`src/rtl/core/tds_pkg.sv`:
```
`timescale 1ns / 1ps

package tds_pkg;

  // Table size and derived widths
  localparam int MaxTasks  = 32;
  localparam int IdxW      = (MaxTasks > 1) ? $clog2(MaxTasks) : 1;
  localparam int CntW      = $clog2(MaxTasks + 1);
  localparam int IdW       = 6;
  localparam int CmpW      = IdW + 1;
  localparam int ReadyW    = 32;
  localparam int ReadyIdxW = 5;

  // Commands
  typedef enum logic [2:0] {
    CmdClear   = 3'd0,
    CmdAddTask = 3'd1,
    CmdAddDep  = 3'd2,
    CmdStart   = 3'd3,
    CmdFinish  = 3'd4
  } cmd_e;

  // Result status codes
  typedef enum logic [1:0] {
    StatOk      = 2'd0,
    StatUnknown = 2'd1,
    StatFull    = 2'd2
  } stat_e;

  // Per-task status
  typedef enum logic [1:0] {
    TsPending   = 2'd0,
    TsRunning   = 2'd1,
    TsCompleted = 2'd2,
    TsFailed    = 2'd3
  } task_st_e;

  // Sequencer states
  typedef enum logic [2:0] {
    SIdle,
    SExec,
    SModify,
    SScan,
    SDrain,
    SDone
  } seq_st_e;

  // Input item
  typedef struct packed {
    logic [2:0]     cmd;
    logic [IdW-1:0] task_id;
    logic [IdW-1:0] dependent_id;
    logic           task_failed;
  } cmd_req_t;

  // Result item
  typedef struct packed {
    logic [1:0]        status;
    logic [IdW-1:0]    new_task_id;
    logic [ReadyW-1:0] ready_mask;
    logic              all_done;
    logic              any_failed;
  } cmd_rsp_t;

endpackage

```
`src/rtl/core/task_dependency_scoreboard_unit.sv`:
```
`timescale 1ns / 1ps

// Task dependency scoreboard: holds up to MaxTasks tasks, each with a status and a row of
// prerequisite bits kept in a single-port-read memory. Every accepted command yields one
// result item. From acceptance to result a command passes through the execute state, the
// modify state for a valid add dependency (which reads, modifies and writes back a
// prerequisite row), the scan, with one memory read per row while a single comparator
// walks the table to build the ready mask and the summary flags, the drain state and the
// completion state, which loads the output register. The next command is taken while the
// previous result waits in that register, from the cycle after it is loaded, and not before.
// A result still waiting when the next one is ready holds the sequencer.
module task_dependency_scoreboard_unit
  import tds_pkg::*;
(
  input  logic     clk_i,
  input  logic     rst_ni,
  input  logic     in_valid_i,
  output logic     in_ready_o,
  input  cmd_req_t in_item_i,
  output logic     out_valid_o,
  input  logic     out_ready_i,
  output cmd_rsp_t out_item_o
);

  // Sequencer and command state
  seq_st_e           state_q, state_d;
  cmd_req_t          req_q;
  logic [CntW-1:0]   count_q, count_d;
  logic [IdxW-1:0]   scan_q, scan_d;
  logic              eval_vld_q;
  logic [IdxW-1:0]   eval_idx_q;

  // Result accumulators and output register
  logic [1:0]        res_stat_q, res_stat_d;
  logic [IdW-1:0]    res_id_q, res_id_d;
  logic [ReadyW-1:0] res_ready_q, res_ready_d;
  logic              res_done_q, res_done_d;
  logic              res_fail_q, res_fail_d;
  logic              out_valid_q, out_valid_d;
  cmd_rsp_t          out_q, out_d;

  // Task status registers
  task_st_e          status_q [MaxTasks];
  logic              st_we;
  logic [IdxW-1:0]   st_waddr;
  task_st_e          st_wdata;

  // Prerequisite row memory
  logic [MaxTasks-1:0] rows_mem [MaxTasks];
  logic [MaxTasks-1:0] row_rd_q;
  logic                row_we;
  logic [IdxW-1:0]     row_waddr;
  logic [MaxTasks-1:0] row_wdata;
  logic [IdxW-1:0]     row_raddr;

  logic [MaxTasks-1:0] done_mask;
  logic [IdW-1:0]      tid_m1, did_m1;
  logic                tid_ok, did_ok;
  logic                eval_in_range;
  task_st_e            eval_st;
  logic [ReadyIdxW-1:0] ready_idx;

  function automatic logic id_known(input logic [IdW-1:0] id, input logic [CntW-1:0] cnt);
    return (id != '0) && (CmpW'(id) <= CmpW'(cnt));
  endfunction

  assign in_ready_o  = (state_q == SIdle);
  assign out_valid_o = out_valid_q;
  assign out_item_o  = out_q;

  assign tid_m1 = req_q.task_id - IdW'(1);
  assign did_m1 = req_q.dependent_id - IdW'(1);
  assign tid_ok = id_known(req_q.task_id, count_q);
  assign did_ok = id_known(req_q.dependent_id, count_q);

  // Completed tasks among those that exist
  always_comb begin
    for (int i = 0; i < MaxTasks; i++) begin
      done_mask[i] = (CmpW'(i) < CmpW'(count_q)) && (status_q[i] == TsCompleted);
    end
  end

  assign eval_in_range = CmpW'(eval_idx_q) < CmpW'(count_q);
  assign eval_st       = status_q[eval_idx_q];
  assign ready_idx     = ReadyIdxW'(eval_idx_q);

  // Next state
  always_comb begin
    state_d = state_q;
    case (state_q)
      SIdle: begin
        if (in_valid_i) state_d = SExec;
      end
      SExec: begin
        if ((cmd_e'(req_q.cmd) == CmdAddDep) && tid_ok && did_ok) state_d = SModify;
        else state_d = SScan;
      end
      SModify: state_d = SScan;
      SScan: begin
        if (scan_q == IdxW'(MaxTasks - 1)) state_d = SDrain;
      end
      SDrain: state_d = SDone;
      SDone: begin
        if (!out_valid_q || out_ready_i) state_d = SIdle;
      end
      default: state_d = SIdle;
    endcase
  end

  // Datapath control
  always_comb begin
    count_d     = count_q;
    scan_d      = scan_q;
    res_stat_d  = res_stat_q;
    res_id_d    = res_id_q;
    res_ready_d = res_ready_q;
    res_done_d  = res_done_q;
    res_fail_d  = res_fail_q;
    out_valid_d = out_valid_q;
    out_d       = out_q;
    st_we       = 1'b0;
    st_waddr    = tid_m1[IdxW-1:0];
    st_wdata    = TsRunning;
    row_we      = 1'b0;
    row_waddr   = did_m1[IdxW-1:0];
    row_wdata   = row_rd_q | (MaxTasks'(1) << tid_m1[IdxW-1:0]);
    row_raddr   = scan_q;

    if (out_valid_q && out_ready_i) out_valid_d = 1'b0;

    case (state_q)
      SExec: begin
        res_stat_d  = StatOk;
        res_id_d    = '0;
        res_ready_d = '0;
        res_done_d  = 1'b1;
        res_fail_d  = 1'b0;
        scan_d      = '0;
        row_raddr   = did_m1[IdxW-1:0];
        case (cmd_e'(req_q.cmd))
          CmdClear: count_d = '0;
          CmdAddTask: begin
            if (count_q == CntW'(MaxTasks)) begin
              res_stat_d = StatFull;
            end else begin
              st_we     = 1'b1;
              st_waddr  = IdxW'(count_q);
              st_wdata  = TsPending;
              row_we    = 1'b1;
              row_waddr = IdxW'(count_q);
              row_wdata = '0;
              count_d   = count_q + CntW'(1);
              res_id_d  = IdW'(count_q) + IdW'(1);
            end
          end
          CmdAddDep: begin
            if (!tid_ok || !did_ok) res_stat_d = StatUnknown;
          end
          CmdStart: begin
            if (!tid_ok) begin
              res_stat_d = StatUnknown;
            end else begin
              st_we    = 1'b1;
              st_wdata = TsRunning;
            end
          end
          CmdFinish: begin
            if (!tid_ok) begin
              res_stat_d = StatUnknown;
            end else begin
              st_we    = 1'b1;
              st_wdata = req_q.task_failed ? TsFailed : TsCompleted;
            end
          end
          default: ;
        endcase
      end
      // write back the row with the new prerequisite bit
      SModify: row_we = 1'b1;
      SScan: scan_d = scan_q + IdxW'(1);
      SDone: begin
        if (!out_valid_q || out_ready_i) begin
          out_valid_d       = 1'b1;
          out_d.status      = res_stat_q;
          out_d.new_task_id = res_id_q;
          out_d.ready_mask  = res_ready_q;
          out_d.all_done    = res_done_q;
          out_d.any_failed  = res_fail_q;
        end
      end
      default: ;
    endcase

    // one table entry checked per cycle, in the cycle after its row read
    if (eval_vld_q && eval_in_range) begin
      if (eval_st == TsFailed) res_fail_d = 1'b1;
      if (eval_st != TsCompleted && eval_st != TsFailed) res_done_d = 1'b0;
      if (eval_st == TsPending && ((row_rd_q & ~done_mask) == '0) &&
          (int'(eval_idx_q) < ReadyW)) begin
        res_ready_d[ready_idx] = 1'b1;
      end
    end
  end

  // Control registers
  always_ff @(posedge clk_i or negedge rst_ni) begin
    if (!rst_ni) begin
      state_q     <= SIdle;
      count_q     <= '0;
      scan_q      <= '0;
      eval_vld_q  <= 1'b0;
      out_valid_q <= 1'b0;
    end else begin
      state_q     <= state_d;
      count_q     <= count_d;
      scan_q      <= scan_d;
      eval_vld_q  <= (state_q == SScan);
      out_valid_q <= out_valid_d;
    end
  end

  // Payload registers
  always_ff @(posedge clk_i) begin
    if (in_valid_i && in_ready_o) req_q <= in_item_i;
    eval_idx_q  <= scan_q;
    res_stat_q  <= res_stat_d;
    res_id_q    <= res_id_d;
    res_ready_q <= res_ready_d;
    res_done_q  <= res_done_d;
    res_fail_q  <= res_fail_d;
    out_q       <= out_d;
  end

  // Status table
  always_ff @(posedge clk_i) begin
    if (st_we) status_q[st_waddr] <= st_wdata;
  end

  // Prerequisite memory
  always_ff @(posedge clk_i) begin
    if (row_we) rows_mem[row_waddr] <= row_wdata;
    row_rd_q <= rows_mem[row_raddr];
  end

  // Checks
  a_count_bound: assert property (@(posedge clk_i) disable iff (!rst_ni)
    CmpW'(count_q) <= CmpW'(MaxTasks))
    else $error("task count beyond table size");

  a_accept_exec: assert property (@(posedge clk_i) disable iff (!rst_ni)
    (in_valid_i && in_ready_o) |=> (state_q == SExec))
    else $error("accepted item not executed");

  a_scan_start: assert property (@(posedge clk_i) disable iff (!rst_ni)
    (state_q == SExec) |=> (state_q == SModify || (state_q == SScan && scan_q == '0)))
    else $error("scan did not start at first row");

  a_out_from_done: assert property (@(posedge clk_i) disable iff (!rst_ni)
    $rose(out_valid_q) |-> ($past(state_q) == SDone))
    else $error("result loaded outside completion");

endmodule

```
`config.mk`:
```
export PLATFORM = sky130hd
export DESIGN_NAME = task_dependency_scoreboard_unit
export DESIGN_NICKNAME = d
export VERILOG_FILES = /design/src/rtl/core/tds_pkg.sv /design/src/rtl/core/task_dependency_scoreboard_unit.sv
export SDC_FILE = /design/constraint.sdc
export NUM_CORES = 2
export LEC_CHECK = 0
export ABC_AREA = 1
export BUFFER_PORTS_ARGS = -buffer_cell sky130_fd_sc_hd__buf_2
export CAP_MARGIN = 20
export CORE_ASPECT_RATIO = 0.9
export CORE_MARGIN = 8
export CORE_UTILIZATION = 28
export CTS_BUF_LIST = sky130_fd_sc_hd__clkbuf_8
export DETAILED_ROUTE_END_ITERATION = 8
export GPL_ROUTABILITY_DRIVEN = 0
export GPL_TIMING_DRIVEN = 0
export SYNTH_ARGS = -nofsm -noshare
export SYNTH_HDL_FRONTEND = slang
export SYNTH_SLANG_ARGS = --single-unit
```
`constraint.sdc`:
```
create_clock -name clk_i -period 6.8 [get_ports clk_i]
set_input_delay 1.36 -clock clk_i [delete_from_list [all_inputs] [get_ports clk_i]]
set_output_delay 1.36 -clock clk_i [all_outputs]
set_load 0.1 [all_outputs]
```
Word-level counts from Yosys, hierarchy flattened
Memory sizes are Yosys's and may differ from the RTL's. A register that Yosys moved wholly into a read port is not among the register bits. Cells that the tools add are included.

Flip-flop bits (word level): 121. RAM bits: 1088. Input port bits: 20. Output and inout bits: 44. Word-level logic and storage cells: 230. Memories kept: 2.

Add/sub/neg operators: 4. Magnitude comparators: 37. Equality and inequality tests: 50. Shift-type cells: 1. Muxes and demuxes: 51. Bitwise operators: 5. Reductions and logical operators: 60.

Memory list: rows_mem (depth 32, width 32, read ports 1, clocked after Yosys merged registers in 1, wr ports 1, RTL line task_dependency_scoreboard_unit.sv:49) `logic [MaxTasks-1:0] rows_mem [MaxTasks];`; status_q (depth 32, width 2, read ports 33, clocked after Yosys merged registers in 1, wr ports 1, RTL line task_dependency_scoreboard_unit.sv:43) `task_st_e status_q [MaxTasks];`.

Operators by type and width (number): $mux W32 (6); $lt A5 B6 Y1 const A (16); $eq A2 B2 Y1 const B (33); $or A32 B32 Y32 (2); $lt A4 B6 Y1 const A (8); $logic_and A1 B1 Y1 (42); $mux W5 (7); $and A32 B32 Y32 (1); $logic_not A32 Y1 (1); $not A32 Y32 (1); $shl A1 B5 Y32 const A (1); $lt A3 B6 Y1 const A (4); $mux W1 (23); $pmux W3 S6 (1); $eq A3 B2 Y1 const B (4); $le A6 B6 Y1 (2); $lt A1 B6 Y1 const A (2); $lt A2 B6 Y1 const A (2); $ne A2 B2 Y1 const B (6); $pmux W6 S2 (1); $reduce_bool A6 Y1 (2); $pmux W5 S2 (1); $sub A5 B1 Y5 const B (2); $eq A3 B3 Y1 const B (3); other kinds (24) (37).

Depth between registers and ports, before layout
An unclocked memory read counts as a cell.

Word-level depth: 9. Mapped depth: 15. Gate-level depth less buffers: 13.

Worst setup path after synthesis
Ideal clock, no wire load.

Path type: register to register. Start point: reg count_q[1]. End point: mem rows_mem[14][0] (enable). Library setup time: 0.421 ns. Arrival: 3.416 ns. Required time: 6.379 ns. Slack: 2.963 ns. Stages on the path, launching flop included: 12. Path buffers: 2. Clock period less this slack: 3.837 ns. Cell sequence: dfrtp_1 > clkinv_1 > ha_1 > buf_2 > nand4_1 > nand2_2 > nor2_4 > buf_4 > nand2_1 > o21ai_0 > nand3_1 > nor2_1.

Cells in the longest elaborated chain, start to end: 6. Elaborated cells on any way between the ends: 9. Those cells by class: eq/ne (1); mux (8).

Ends and longest elaborated chain: start: declaration (RTL line task_dependency_scoreboard_unit.sv:28) `logic [CntW-1:0] count_q, count_d;`; start signal: assignment (RTL line task_dependency_scoreboard_unit.sv:215) `count_q <= count_d;`; $eq A6 B6 Y1 (RTL line task_dependency_scoreboard_unit.sv:143) `if (count_q == CntW'(MaxTasks)) begin`; $mux W1 (RTL line task_dependency_scoreboard_unit.sv:143); $mux W1 (RTL line task_dependency_scoreboard_unit.sv:140) `case (cmd_e'(req_q.cmd))`; $pmux W1 S2 (RTL line task_dependency_scoreboard_unit.sv:131) `case (state_q)`; $mux W1 (RTL line task_dependency_scoreboard_unit.sv:241) `if (row_we) rows_mem[row_waddr] <= row_wdata;`; $mux W1 (not written as such) (RTL line task_dependency_scoreboard_unit.sv:241); end: declaration (RTL line task_dependency_scoreboard_unit.sv:49).

Several ways; a longest one is shown, not always the timed one.

Worst setup path after layout
Start point: reg count_q[1]. End point: mem rows_mem[21][28] (enable).

Same word-level chain as after synthesis.

==> impl_metrics.py <==
metrics = {
    "run_status": {
        "status": "finished clean",
    },
    "layout": {
        "num-fill-cells": 19480,
        "syn_to_final_growth_pct": 16.84,
        "nNetsFinal": 5865,
        "design_area_um2": 64070,
        "drive_above_1_share_pct": 11.30,
    },
    "min_path": {
        "hp-class": "input pin to asynchronous set/reset pin",
    },
    "power": {
        "power.total_mw": 29.11,
        "power.density_nw_per_um2": 454.3,
        "p_leak_nw": 27.16,
        "vdd_drop_max_mv": 0.3334,
    },
    "sta": {
        "worst_slew_pin_slew_ns": 1.173,
        "period_minus_slack_ns": 4.807,
        "relSlewSlack_pct": 21.30,
        "drv_slew": 0,
        "rsz0062_at_grt": "false",
        "setup-violations-final": 0,
        "whs_ns": 0.3545,
        "fmax_mhz": 208.0,
        "post-route-period-util_pct": 70.69,
        "finalHoldViolCount": 0,
        "fin_skew_ns": 0.04906,
    },
    "place": {
        "dpl_cell_area_um2": 60300,
        "hpwl_mm": 114.0,
        "io_buffers": 63,
    },
    "synth": {
        "syn_area_per_cell_um2": 9.984,
        "ys_types": 40,
        "ys_warn_count": 0,
        "synthFlopType": "edfxtp_1",
        "synth_edf_count": 1154,
        "ys_seq_area_share_pct": 66.52,
        "synth.most_common_cell": "nand2_1",
        "async_flop_share_pct": 1.289,
        "synthTopCellsByArea": "edfxtp_1 63%, nand2_1 11%, nand3_1 8.6%, inv_1 6.9%, dfxtp_1 2.6%",
        "yosys.area.top_type_share_pct": 63.20,
        "synth_cells": 5492,
        "ys_seq_elements": 1241,
        "netlist_area_um2": 54830,
        "synthesis.nets": 5540,
        "synth_common_cells": "1592 x nand2_1, 1154 x edfxtp_1, 1015 x inv_1",
        "yosys.area.top_type": "edfxtp_1",
    },
    "die": {
        "initial_utilization_pct": 28.09,
        "die_h_um": 435.8,
        "core_um2": 195200,
        "dieWidth_um": 482.5,
        "fp-row-count": 154,
        "die_area_um2": 210300,
        "ioPinCount": 64,
    },
    "worst_setup_path": {
        "cp.arrival_ns": 5.33,
        "crit_fanout": 32,
        "start_kind": "register",
        "path_class": "register to register",
        "r2r_cells": 11,
        "cp.required_ns": 7.33,
        "cp-end-kind": "register",
    },
    "routing": {
        "routedWlPerCell_um": 18.85,
        "routed_wirelength_mm": 161.5,
        "drc": 0,
        "vias_per_cell": 4.556,
        "ant_nets": 0,
        "drtIter0Drc": 4458,
        "first_pass_iters": 6,
        "num_vias": 39030,
    },
    "flow_run": {
        "maxCapViolations": 0,
    },
    "global_route": {
        "grt_pass1_wl_mm": 234.1,
        "track_usage_pct": 14.81,
        "grt_pass1_vias": 36450,
        "grt_max_degree": 33,
        "overflow": 0,
        "antenna_found_initial": 5,
    },
    "clock_tree": {
        "cts_num_sinks": 1241,
        "ctsResizeCount": 0,
        "ctsHoldBuffers": 0,
        "cts_root_buffer": "clkbuf_8",
        "insertion_delay_ns": 0.92,
        "numCtsBuffers": 196,
        "clk_pin_slew_worst_paths_ns": 0.07,
        "cts_setup_buffers": 0,
        "cts_max_path_buffers": 3,
        "htree_levels": 4,
        "cts_tree": "built",
    },
}
==> kinds of logic (layout without fill, tap and decap cells) <==
family,Yosys count,count (layout),synth area share (%)
fa+ha+maj,28,28,0.6389
flops,1241,1241,66.52
xor+xnor,9,9,0.1438
buf+inv,1288,1780,9.584
other cells,0,8,0
simple gates,2820,2820,21.98
compound gates,106,106,1.130
==> metal layers <==
| metal | vias to the layer above | routed length (um) | GRT usage (%) |
|---|---|---|---|
| met5 | - | 0 | 0 |
| met4 | 0 | 6337 | 5.910 |
| met3 | 299 | 15220 | 3.454 |
| met2 | 1691 | 69600 | 22.34 |
| met1 | 18570 | 70300 | 20.53 |
| li1 | 18470 | - | - |
==> sequential cells by signal (all words and copies together) (netlist names) <==
| name | cells |
|---|---|
| row_rd_q | 32 |
| res_id_q | 6 |
| eval_idx_q | 5 |
| out_valid_o | 1 |
| req_q | 16 |
| status_q | 64 |
| res_ready_q | 32 |
| rows_mem | 1024 |
| eval_vld_q | 1 |
| res_fail_q | 1 |
| scan_q | 5 |
| res_done_q | 1 |
| out_item_o | 42 |
| state_q | 3 |
| count_q | 6 |
| res_stat_q | 2 |
==> placed cells by master (no fill, tap or decap), types with 4 or more instances in the layout <==
cell,count
diode_2,8
buf_4,20
nand3b_1,35
nor2_2,4
buf_6,17
clkbuf_8,203
ha_1,28
clkinv_2,14
o21ai_4,15
clkinv_1,62
bufinv_16,5
nor2_1,153
o22ai_1,6
buf_16,36
a21oi_1,16
inv_1,1082
o21a_2,14
nor2_4,35
clkbuf_1,35
nand4_1,34
edfxtp_1,1154
inv_6,4
dfrtp_1,16
buf_2,246
nand2_1,1592
nand3_1,947
inv_2,12
nor3_1,11
buf_12,23
o21ai_1,5
inv_12,6
xor2_1,7
o21ai_0,33
dfxtp_1,71
buf_1,6
o21ai_2,4
==> layout make-up <==
cell class,instances,area (um2),share of cell area [%]
timing repair buffer,127,1831,2.857
clock inverter,162,913.4,1.426
antenna,8,20.02,0.03125
tap,2574,3221,5.027
buffer,259,1393,2.174
clock buffer,203,2794,4.361
inverter,1029,3862,6.029
multi-input combinational,2963,13560,21.16
sequential,1241,36480,56.93
==> stage by stage <==
step	std cells	setup WS (ns)	TNS, ns	utilization [%]
2_1_floorplan	5492	2.963	0	-
3_3_place_gp	8129	-1.237	-149.88	29.90
3_5_place_dp	8191	2.048	0	30.89
4_1_cts	8556	2.047	0	32.79
5_1_grt	8558	1.818	0	32.81
6_report	8566	1.993	0	32.82
==> where the power goes <==
group	switching [mW]	internal, mW	leakage (nW)	total [mW]
logic	9.71	3.31	13.8	13.0
clock network	3.06	3.00	2.14	6.06
registers	0.209	9.82	11.2	10.0
total	13.0	16.1	27.2	29.1
==> worst max-delay path, stage by stage, from the launching register on <==
cell	delay, ns
dfrtp_1	0.43
clkinv_1	0.47
ha_1	0.37
buf_2	0.18
nand4_1	0.16
nand2_2	0.15
nor2_4	0.19
buf_4	0.21
o21ai_0	0.22
a21oi_1	0.27
nand2_1	0.66
nor2_4	1.06
==> worst paths after layout <==
path | endpoint | startpoint | slack, ns
min in group clk_i | out_item_o[35] | res_id_q[1] | 0.42
worst max register to register | rows_mem[21][28] | count_q[1] | 1.99
worst max-delay path | rows_mem[21][28] | count_q[1] | 1.99
worst min register to register | out_item_o[35] | res_id_q[1] | 0.42
max in group asynchronous | eval_vld_q | rst_ni | 6.13
worst min-delay path | scan_q[4] | rst_ni | 0.35
Note: power is estimated with default switching activity, not from simulation.
